## src/hdl/assert_macros.svh

```systemverilog
// Assertion macros used by the queue sequencer.
`ifndef ASSERT_MACROS_SVH
`define ASSERT_MACROS_SVH

// Property must hold at every edge out of reset.
`define ASSERT_ALWAYS(label, clk_s, rst_s, prop, msg) \
  label: assert property (@(posedge clk_s) disable iff (rst_s) (prop)) else $error(msg);

// Same-cycle implication.
`define ASSERT_IMPL(label, clk_s, rst_s, ante, cons, msg) \
  label: assert property (@(posedge clk_s) disable iff (rst_s) (ante) |-> (cons)) \
    else $error(msg);

// Next-cycle implication.
`define ASSERT_NEXT(label, clk_s, rst_s, ante, cons, msg) \
  label: assert property (@(posedge clk_s) disable iff (rst_s) (ante) |=> (cons)) \
    else $error(msg);

`endif

```

## src/hdl/fmbq_pkg.sv

```systemverilog
// Package: command and status codes, sequencer states and result type.
`timescale 1ns / 1ps
package fmbq_pkg;

  localparam int VW = 32;

  localparam logic [2:0] CMD_ADD_FRONT  = 3'd0;
  localparam logic [2:0] CMD_ADD_REAR   = 3'd1;
  localparam logic [2:0] CMD_ADD_MIDDLE = 3'd2;
  localparam logic [2:0] CMD_REM_FRONT  = 3'd3;
  localparam logic [2:0] CMD_REM_REAR   = 3'd4;
  localparam logic [2:0] CMD_REM_MIDDLE = 3'd5;
  localparam logic [2:0] CMD_PEEK       = 3'd6;

  localparam logic [1:0] STAT_DONE  = 2'd0;
  localparam logic [1:0] STAT_FULL  = 2'd1;
  localparam logic [1:0] STAT_EMPTY = 2'd2;

  localparam logic signed [VW-1:0] NEG_ONE = -32'sd1;

  typedef enum logic [3:0] {
    ST_IDLE,
    ST_DECIDE,
    ST_TAKE_RD,
    ST_TAKE_CAP,
    ST_SHIFT_RD,
    ST_SHIFT_WR,
    ST_PUT,
    ST_RB_FRONT,
    ST_RB_REAR,
    ST_RB_MID,
    ST_RB_LAST,
    ST_DONE
  } state_t;

  typedef struct packed {
    logic [1:0]           status;
    logic signed [VW-1:0] removed_value;
    logic signed [VW-1:0] front_value;
    logic signed [VW-1:0] rear_value;
    logic signed [VW-1:0] middle_value;
    logic [3:0]           count;
  } result_t;

endpackage

```

## src/hdl/fmbq_ram.sv

```systemverilog
// Element store: one write port, one read port with registered read data.
`timescale 1ns / 1ps
module fmbq_ram import fmbq_pkg::*; #(
  parameter int DEPTH = 16
) (
  input  logic                     clk,
  input  logic                     we,
  input  logic [$clog2(DEPTH)-1:0] waddr,
  input  logic [VW-1:0]            wdata,
  input  logic                     re,
  input  logic [$clog2(DEPTH)-1:0] raddr,
  output logic [VW-1:0]            rdata
);

  logic [VW-1:0] mem [DEPTH];

  always_ff @(posedge clk) begin
    if (we) begin
      mem[waddr] <= wdata;
    end
  end

  always_ff @(posedge clk) begin
    if (re) begin
      rdata <= mem[raddr];
    end
  end

endmodule

```

## src/hdl/fmbq_ctrl.sv

```systemverilog
// Sequencer: decodes a command, moves elements through the shared slot adder,
// then reads back front, rear and middle unless the queue is empty.
`timescale 1ns / 1ps
`include "assert_macros.svh"
module fmbq_ctrl import fmbq_pkg::*; #(
  parameter int DEPTH = 16
) (
  input  logic                     clk,
  input  logic                     rst,
  input  logic                     in_valid,
  output logic                     in_ready,
  input  logic [2:0]               command,
  input  logic signed [VW-1:0]     value_in,
  output logic                     res_valid,
  input  logic                     res_take,
  output result_t                  res,
  output logic                     mem_we,
  output logic [$clog2(DEPTH)-1:0] mem_waddr,
  output logic [VW-1:0]            mem_wdata,
  output logic                     mem_re,
  output logic [$clog2(DEPTH)-1:0] mem_raddr,
  input  logic [VW-1:0]            mem_rdata
);

  localparam int IW = $clog2(DEPTH);
  localparam int CXW = (IW > 4) ? IW : 4;
  localparam logic [IW:0]   DEPTH_W = (IW+1)'(DEPTH);
  localparam logic [IW-1:0] LAST    = IW'(DEPTH - 1);

  state_t state, state_next;

  logic [2:0]           cmd, cmd_next;
  logic signed [VW-1:0] val, val_next;
  logic [IW-1:0]        n, n_next;
  logic [IW-1:0]        head, head_next;
  logic [IW-1:0]        tail, tail_next;
  logic [IW-1:0]        pos, pos_next;
  logic [IW-1:0]        lim, lim_next;
  logic [1:0]           status_r, status_next;
  logic signed [VW-1:0] removed, removed_next;
  logic signed [VW-1:0] front, front_next;
  logic signed [VW-1:0] rear, rear_next;
  logic signed [VW-1:0] mid, mid_next;

  // shared slot unit: (head + offset) mod DEPTH
  logic [IW-1:0] slot_pos, slot;
  logic [IW:0]   slot_sum, slot_wrap;

  assign slot_sum  = {1'b0, head} + {1'b0, slot_pos};
  assign slot_wrap = slot_sum - DEPTH_W;
  assign slot      = (slot_sum >= DEPTH_W) ? slot_wrap[IW-1:0] : slot_sum[IW-1:0];

  function automatic logic [IW-1:0] inc_idx(input logic [IW-1:0] x);
    return (x == LAST) ? '0 : x + 1'b1;
  endfunction

  function automatic logic [IW-1:0] dec_idx(input logic [IW-1:0] x);
    return (x == '0) ? LAST : x - 1'b1;
  endfunction

  logic          is_add, is_rem, full, empty, shift_up;
  logic [IW-1:0] half;
  logic          more_down, more_down_wr, more_up_wr;

  assign is_add       = (cmd == CMD_ADD_FRONT) || (cmd == CMD_ADD_REAR) ||
                        (cmd == CMD_ADD_MIDDLE);
  assign is_rem       = (cmd == CMD_REM_FRONT) || (cmd == CMD_REM_REAR) ||
                        (cmd == CMD_REM_MIDDLE);
  assign full         = (n == LAST);
  assign empty        = (n == '0);
  assign shift_up     = (cmd == CMD_ADD_MIDDLE);
  assign half         = n >> 1;
  assign more_down    = ({1'b0, pos} + (IW+1)'(1)) < {1'b0, n};
  assign more_down_wr = ({1'b0, pos} + (IW+1)'(2)) < {1'b0, n};
  assign more_up_wr   = (pos - 1'b1) > lim;

  assign in_ready  = (state == ST_IDLE);
  assign res_valid = (state == ST_DONE);

  always_ff @(posedge clk) begin
    if (rst) begin
      state <= ST_IDLE;
      head  <= '0;
      tail  <= '0;
      n     <= '0;
    end else begin
      state <= state_next;
      head  <= head_next;
      tail  <= tail_next;
      n     <= n_next;
    end
  end

  always_ff @(posedge clk) begin
    cmd      <= cmd_next;
    val      <= val_next;
    pos      <= pos_next;
    lim      <= lim_next;
    status_r <= status_next;
    removed  <= removed_next;
    front    <= front_next;
    rear     <= rear_next;
    mid      <= mid_next;
  end

  // next state
  always_comb begin
    state_next = state;
    case (state)
      ST_IDLE: begin
        if (in_valid) state_next = ST_DECIDE;
      end
      ST_DECIDE: begin
        if (is_add) begin
          if (!full && shift_up) begin
            state_next = (half != '0) ? ST_SHIFT_RD : ST_PUT;
          end else begin
            state_next = ST_RB_FRONT;
          end
        end else if (is_rem && !empty) begin
          state_next = ST_TAKE_RD;
        end else begin
          state_next = ST_RB_FRONT;
        end
      end
      ST_TAKE_RD:  state_next = ST_TAKE_CAP;
      ST_TAKE_CAP: begin
        state_next = ((cmd == CMD_REM_MIDDLE) && more_down) ? ST_SHIFT_RD : ST_RB_FRONT;
      end
      ST_SHIFT_RD: state_next = ST_SHIFT_WR;
      ST_SHIFT_WR: begin
        if (shift_up) begin
          state_next = more_up_wr ? ST_SHIFT_RD : ST_PUT;
        end else begin
          state_next = more_down_wr ? ST_SHIFT_RD : ST_RB_FRONT;
        end
      end
      ST_PUT:      state_next = ST_RB_FRONT;
      ST_RB_FRONT: state_next = empty ? ST_DONE : ST_RB_REAR;
      ST_RB_REAR:  state_next = ST_RB_MID;
      ST_RB_MID:   state_next = ST_RB_LAST;
      ST_RB_LAST:  state_next = ST_DONE;
      ST_DONE: begin
        if (res_take) state_next = ST_IDLE;
      end
      default:     state_next = ST_IDLE;
    endcase
  end

  // datapath and memory control
  always_comb begin
    cmd_next     = cmd;
    val_next     = val;
    n_next       = n;
    head_next    = head;
    tail_next    = tail;
    pos_next     = pos;
    lim_next     = lim;
    status_next  = status_r;
    removed_next = removed;
    front_next   = front;
    rear_next    = rear;
    mid_next     = mid;
    slot_pos     = pos;
    mem_we       = 1'b0;
    mem_waddr    = slot;
    mem_wdata    = mem_rdata;
    mem_re       = 1'b0;
    mem_raddr    = slot;
    case (state)
      ST_IDLE: begin
        if (in_valid) begin
          cmd_next     = command;
          val_next     = value_in;
          status_next  = STAT_DONE;
          removed_next = NEG_ONE;
        end
      end
      ST_DECIDE: begin
        if (is_add) begin
          if (full) begin
            status_next = STAT_FULL;
          end else if (cmd == CMD_ADD_FRONT) begin
            mem_we    = 1'b1;
            mem_waddr = dec_idx(head);
            mem_wdata = val;
            head_next = dec_idx(head);
            n_next    = n + 1'b1;
          end else if (cmd == CMD_ADD_REAR) begin
            mem_we    = 1'b1;
            mem_waddr = tail;
            mem_wdata = val;
            tail_next = inc_idx(tail);
            n_next    = n + 1'b1;
          end else begin
            pos_next = n;
            lim_next = n - half;
          end
        end else if (is_rem) begin
          if (empty) begin
            status_next = STAT_EMPTY;
          end else if (cmd == CMD_REM_FRONT) begin
            pos_next = '0;
          end else if (cmd == CMD_REM_REAR) begin
            pos_next = n - 1'b1;
          end else begin
            pos_next = half;
          end
        end
      end
      ST_TAKE_RD: begin
        mem_re = 1'b1;
      end
      ST_TAKE_CAP: begin
        removed_next = mem_rdata;
        if (cmd == CMD_REM_FRONT) begin
          head_next = inc_idx(head);
          n_next    = n - 1'b1;
        end else if ((cmd == CMD_REM_REAR) || !more_down) begin
          tail_next = dec_idx(tail);
          n_next    = n - 1'b1;
        end
      end
      ST_SHIFT_RD: begin
        mem_re   = 1'b1;
        slot_pos = shift_up ? pos - 1'b1 : pos + 1'b1;
      end
      ST_SHIFT_WR: begin
        mem_we    = 1'b1;
        mem_wdata = mem_rdata;
        pos_next  = shift_up ? pos - 1'b1 : pos + 1'b1;
        if (!shift_up && !more_down_wr) begin
          tail_next = dec_idx(tail);
          n_next    = n - 1'b1;
        end
      end
      ST_PUT: begin
        mem_we    = 1'b1;
        slot_pos  = lim;
        mem_wdata = val;
        tail_next = inc_idx(tail);
        n_next    = n + 1'b1;
      end
      ST_RB_FRONT: begin
        if (empty) begin
          front_next = NEG_ONE;
          rear_next  = NEG_ONE;
          mid_next   = NEG_ONE;
        end else begin
          mem_re   = 1'b1;
          slot_pos = '0;
        end
      end
      ST_RB_REAR: begin
        front_next = mem_rdata;
        mem_re     = 1'b1;
        slot_pos   = n - 1'b1;
      end
      ST_RB_MID: begin
        rear_next = mem_rdata;
        mem_re    = 1'b1;
        slot_pos  = half;
      end
      ST_RB_LAST: begin
        mid_next = mem_rdata;
      end
      default: begin
      end
    endcase
  end

  logic [CXW-1:0] cnt_ext;
  assign cnt_ext = CXW'(n);

  always_comb begin
    res.status        = status_r;
    res.removed_value = removed;
    res.front_value   = front;
    res.rear_value    = rear;
    res.middle_value  = mid;
    res.count         = cnt_ext[3:0];
  end

  // occupancy check: n must equal (tail - head) mod DEPTH
  logic [IW:0]   occ_dist, occ_wrap;
  logic [IW-1:0] occ_chk;
  assign occ_dist = {1'b0, tail} + DEPTH_W - {1'b0, head};
  assign occ_wrap = occ_dist - DEPTH_W;
  assign occ_chk  = (occ_dist >= DEPTH_W) ? occ_wrap[IW-1:0] : occ_dist[IW-1:0];

  `ASSERT_ALWAYS(a_occ_match, clk, rst, occ_chk == n, "count out of step with head and tail")
  `ASSERT_NEXT(a_full_reject, clk, rst, (state == ST_DECIDE) && is_add && full, (status_r == STAT_FULL) && (n == LAST), "full add changed the queue")
  `ASSERT_IMPL(a_no_late_write, clk, rst, (state == ST_RB_FRONT) || (state == ST_RB_REAR) || (state == ST_RB_MID) || (state == ST_RB_LAST) || (state == ST_DONE), !mem_we, "store written during readback")

endmodule

```

## src/hdl/front_middle_back_queue.sv

```systemverilog
// Top level: queue with front, middle and rear access and a result register.
//
// Input channel (in_valid/in_ready, command, value_in) takes one command per
// transfer; output channel (out_valid/out_ready) returns one result per command
// with status, removed value, front/rear/middle values and count.
// Items are processed one at a time. A middle add or a middle removal moves k
// elements, where k is about count/2. When the queue is empty afterwards the
// readback is skipped. Each element move is a read then a write of the element
// store (one write port, one read port) through one shared slot-address adder.
// in_ready is high only while the sequencer is idle; it rises with out_valid
// when the result register is free. The result register holds a finished
// result while the receiver stalls and the next command is accepted meanwhile;
// a second result waits in the sequencer until the register frees up.
// Reset (rst, synchronous) empties the queue: head, tail and count go to zero
// and both channels go idle. Stored elements are not cleared.
`timescale 1ns / 1ps
module front_middle_back_queue import fmbq_pkg::*; #(
  parameter int DEPTH = 16
) (
  input  logic                 clk,
  input  logic                 rst,
  input  logic                 in_valid,
  output logic                 in_ready,
  input  logic [2:0]           command,
  input  logic signed [VW-1:0] value_in,
  output logic                 out_valid,
  input  logic                 out_ready,
  output logic [1:0]           status,
  output logic signed [VW-1:0] removed_value,
  output logic signed [VW-1:0] front_value,
  output logic signed [VW-1:0] rear_value,
  output logic signed [VW-1:0] middle_value,
  output logic [3:0]           count
);

  localparam int IW = $clog2(DEPTH);

  logic          res_valid, res_take;
  result_t       res, out_r;
  logic          mem_we, mem_re;
  logic [IW-1:0] mem_waddr, mem_raddr;
  logic [VW-1:0] mem_wdata, mem_rdata;

  fmbq_ctrl #(.DEPTH(DEPTH)) u_ctrl (
    .clk       (clk),
    .rst       (rst),
    .in_valid  (in_valid),
    .in_ready  (in_ready),
    .command   (command),
    .value_in  (value_in),
    .res_valid (res_valid),
    .res_take  (res_take),
    .res       (res),
    .mem_we    (mem_we),
    .mem_waddr (mem_waddr),
    .mem_wdata (mem_wdata),
    .mem_re    (mem_re),
    .mem_raddr (mem_raddr),
    .mem_rdata (mem_rdata)
  );

  fmbq_ram #(.DEPTH(DEPTH)) u_ram (
    .clk   (clk),
    .we    (mem_we),
    .waddr (mem_waddr),
    .wdata (mem_wdata),
    .re    (mem_re),
    .raddr (mem_raddr),
    .rdata (mem_rdata)
  );

  assign res_take = res_valid && (!out_valid || out_ready);

  always_ff @(posedge clk) begin
    if (rst) begin
      out_valid <= 1'b0;
    end else if (res_take) begin
      out_valid <= 1'b1;
    end else if (out_ready) begin
      out_valid <= 1'b0;
    end
  end

  always_ff @(posedge clk) begin
    if (res_take) begin
      out_r <= res;
    end
  end

  assign status        = out_r.status;
  assign removed_value = out_r.removed_value;
  assign front_value   = out_r.front_value;
  assign rear_value    = out_r.rear_value;
  assign middle_value  = out_r.middle_value;
  assign count         = out_r.count;

endmodule

```

## config.mk

```make
export PLATFORM = sky130hd
export DESIGN_NAME = front_middle_back_queue
export DESIGN_NICKNAME = d
export VERILOG_FILES = /design/src/hdl/fmbq_pkg.sv /design/src/hdl/fmbq_ram.sv /design/src/hdl/fmbq_ctrl.sv /design/src/hdl/front_middle_back_queue.sv
export VERILOG_INCLUDE_DIRS = /design/src /design/src/hdl
export SDC_FILE = /design/constraint.sdc
export NUM_CORES = 1
export LEC_CHECK = 0
export ABC_AREA = 1
export BUFFER_PORTS_ARGS = -buffer_cell sky130_fd_sc_hd__buf_2
export CAP_MARGIN = 20
export CORE_ASPECT_RATIO = 1.2
export CORE_MARGIN = 2
export CORE_UTILIZATION = 52
export DETAILED_ROUTE_END_ITERATION = 7
export GPL_TIMING_DRIVEN = 0
export PLACE_DENSITY = 0.8
export SLEW_MARGIN = 10
export SYNTH_ARGS = -nofsm -noshare
export SYNTH_HDL_FRONTEND = slang
export SYNTH_SLANG_ARGS = --single-unit
```

## constraint.sdc

```tcl
create_clock -name clk -period 23 [get_ports clk]
set_clock_uncertainty 0.1 [all_clocks]
set_input_delay 1.15 -clock clk [delete_from_list [all_inputs] [get_ports clk]]
set_output_delay 1.15 -clock clk [all_outputs]
set_load 0.02 [all_outputs]
```

==> impl_metrics.toml <==
[outcome]
status = "finished clean"

[clock_network]
cts-resized-gates = 0
numCtsBuffers = 76
cts_tree = "done"
cts_num_sinks = 868
clock_path_buffers = 3
cts-root-buf = "clkbuf_16"
post_cts_buffers = 0
h-tree-depth = 3
cts_hold_buffers = 0
clk_pin_slew_ns = 0.07
clk_latency_ns = 0.64

[critical_path]
end_kind = "register"
reg2reg_to = "u_ram.mem[9][24]"
r2r_start = "u_ctrl.cnt_ext[2]"
cp-start-kind = "register"
crit_type = "reg -> reg"
r2r_cells = 17
crit_end = "u_ram.mem[9][24]"
r2r_slack_ns = 17.04
cp.required_ns = 23.23
crit_start = "u_ctrl.cnt_ext[2]"
arrival_ns = 6.19
critPathMaxFanout = 20

[synth]
syn_avg_cell_area_um2 = 13.75
yosysTopAreaCell = "edfxtp_1"
ys_seq_area_share_pct = 76.20
yosysTopAreaCellShare_pct = 75.20
yosysUniqueCellTypes = 41
syn_nets = 2546
synth.most_common_cell = "edfxtp_1"
syn-cell-area_um2 = 33980
synth_edf_count = 851
ys_top_cells_by_count = "edfxtp_1 (851), nand2_1 (366), o21ai_0 (274)"
synth_cells = 2471
async_reset_ff_share_pct = 0
ys.flop_type = "edfxtp_1"
ys.warnings.count = 0
ys_seq_elements = 868
ys_top_cells_by_area = "edfxtp_1 (75%), nand2_1 (4.0%), o21ai_0 (4.0%)"

[global_routing]
antenna_found_initial = 0
grt_pass1_vias = 21794
grt_max_degree = 34
grt.total_usage_pct = 25.39
grt.overflow.total = 0
grt_pass1_wl_um = 129500

[placement]
portBuffers = 174
place_ws_ns = 17.28
gp_congestion = 0.9198
dp_hpwl_um = 58970

[sta]
setup_slack_ns = 17.04
final-setup-viol-count = 0
final.setup.tns_ns = 0
hold_viol = 0
fin_crit_sh_pct = 25.93
fmax_mhz = 167.7
min_period_ns = 5.964
holdWs_ns = 0.3133
maxSlewHeadroom_pct = 28.58
rsz0062_at_grt = "no"
tightest_slew_ns = 1.071
maxSlewViolCount = 0

[floorplan]
coreArea_um2 = 64580
ios = 175
initial_core_util_pct = 52.63
rows = 102
die_h_um = 284.0
dieWidth_um = 237.4
die-area_um2 = 67420

[drt]
drt_first_iter_violations = 3145
drc = 0
firstDrtPassIters = 6
wl_um = 86970
wl_per_cell_um = 23.75
vias = 22296
via_per_inst = 6.088
drtAntennaViolNets = 0

[finish]
syn_to_final_growth_pct = 15.52
nets = 2847
drive_gt1_share_pct = 17.60
fillers = 4511
diodes = 0
multiInputGateArea_um2 = 7310
final_util_pct = 60.79
seqCellArea_um2 = 25890

[hold_path]
worstHoldPathType = "reg -> reg"

[flow_run]
drv_cap = 0
## kinds of logic after synthesis
family                   after synthesis  share of synthesized area (%)
buffers and inverters                249                          3.012
adder cells (fa/ha/maj)               36                          1.370
XOR/XNOR                              17                         0.4381
AND/OR/NAND/NOR                      705                          8.498
flip-flops                           868                          76.20
AO/OA/AOI/OAI                        596                          10.49
## placed cells by master (no fill, tap or decap), types with 8 or more instances in the layout
cell type / netlist / layout
a21oi_1: 90 / 90
a31oi_1: 36 / 22
a31oi_2: 0 / 14
a32o_1: 32 / 32
buf_1: 8 / 8
buf_12: 0 / 16
buf_2: 28 / 202
buf_4: 0 / 28
buf_6: 7 / 8
bufinv_16: 0 / 8
clkbuf_1: 94 / 114
clkbuf_16: 0 / 78
clkinv_1: 2 / 13
clkinv_2: 0 / 9
dfxtp_1: 17 / 17
edfxtp_1: 851 / 851
ha_1: 34 / 34
inv_1: 92 / 92
inv_2: 17 / 17
nand2_1: 366 / 363
nand2_2: 31 / 34
nand3_1: 39 / 38
nor2_1: 243 / 226
nor2_4: 10 / 27
o21ai_0: 274 / 273
o21ai_1: 14 / 14
o21ai_2: 34 / 34
o221ai_1: 32 / 32
o22ai_1: 73 / 73
xor2_1: 13 / 13
## area by class of cell
cell class | count | area share [%]
buffer | 138 | 1.546
timing repair buffer | 223 | 3.879
inverter | 111 | 1.061
clock inverter | 38 | 1.119
tap | 832 | 2.652
multi-input combinational | 1354 | 18.62
sequential | 868 | 65.96
clock buffer | 98 | 5.163
## stage by stage
stage	cell area (um2)	instances
floorplan	33980	2471
global placement	35900	3477
detailed placement	36760	3526
CTS	39230	3662
global route	39260	3662
finish	39260	3662
## worst max-delay path, stage by stage, from the launching register on
cell	delay, ns
dfxtp_1	0.60
inv_1	0.29
ha_1	0.27
nand2_1	0.19
inv_1	0.09
nand2_2	0.13
nand2_1	0.09
inv_1	0.09
o21ai_0	0.18
ha_1	0.64
buf_2	0.36
buf_2	0.34
clkbuf_1	0.76
o21ai_1	0.28
inv_1	0.15
nand2_1	0.26
nor2_4	0.56
buf_16	0.24
## registers in the layout (all words and copies together), names as in the netlist, 32 cells and up
register        flops
front_value        32
middle_value       32
rear_value         32
removed_value      32
u_ctrl.front       32
u_ctrl.mid         32
u_ctrl.rear        32
u_ctrl.removed     32
u_ctrl.val         32
u_ram.mem         512
u_ram.rdata        32
## layer usage
metal / GRT usage [%] / wire [um] / vias up
met2: 45.03 / 44540 / 1613
met3: 4.037 / 8861 / 225
li1: - / - / 9660
met4: 9.969 / 3073 / 0
met1: 31.15 / 30500 / 10798
met5: 0 / 0 / -
## worst min-delay path by stage
stage / slack [ns] / cells past startpoint / end / startpoint
after floorplan: 0.30 / 0 / front_value[0] / u_ctrl.front[0]
after global placement: 0.30 / 0 / removed_value[31] / u_ctrl.removed[31]
after detailed placement: 0.30 / 0 / front_value[16] / u_ctrl.front[16]
after CTS: 0.31 / 0 / middle_value[9] / u_ctrl.mid[9]
after global routing: 0.32 / 0 / removed_value[22] / u_ctrl.removed[22]
final: 0.31 / 0 / front_value[20] / u_ctrl.front[20]
Power is left out: the tool's default activity adds up to more than one toggle a clock period on the data nets, which glitch-free logic cannot reach.
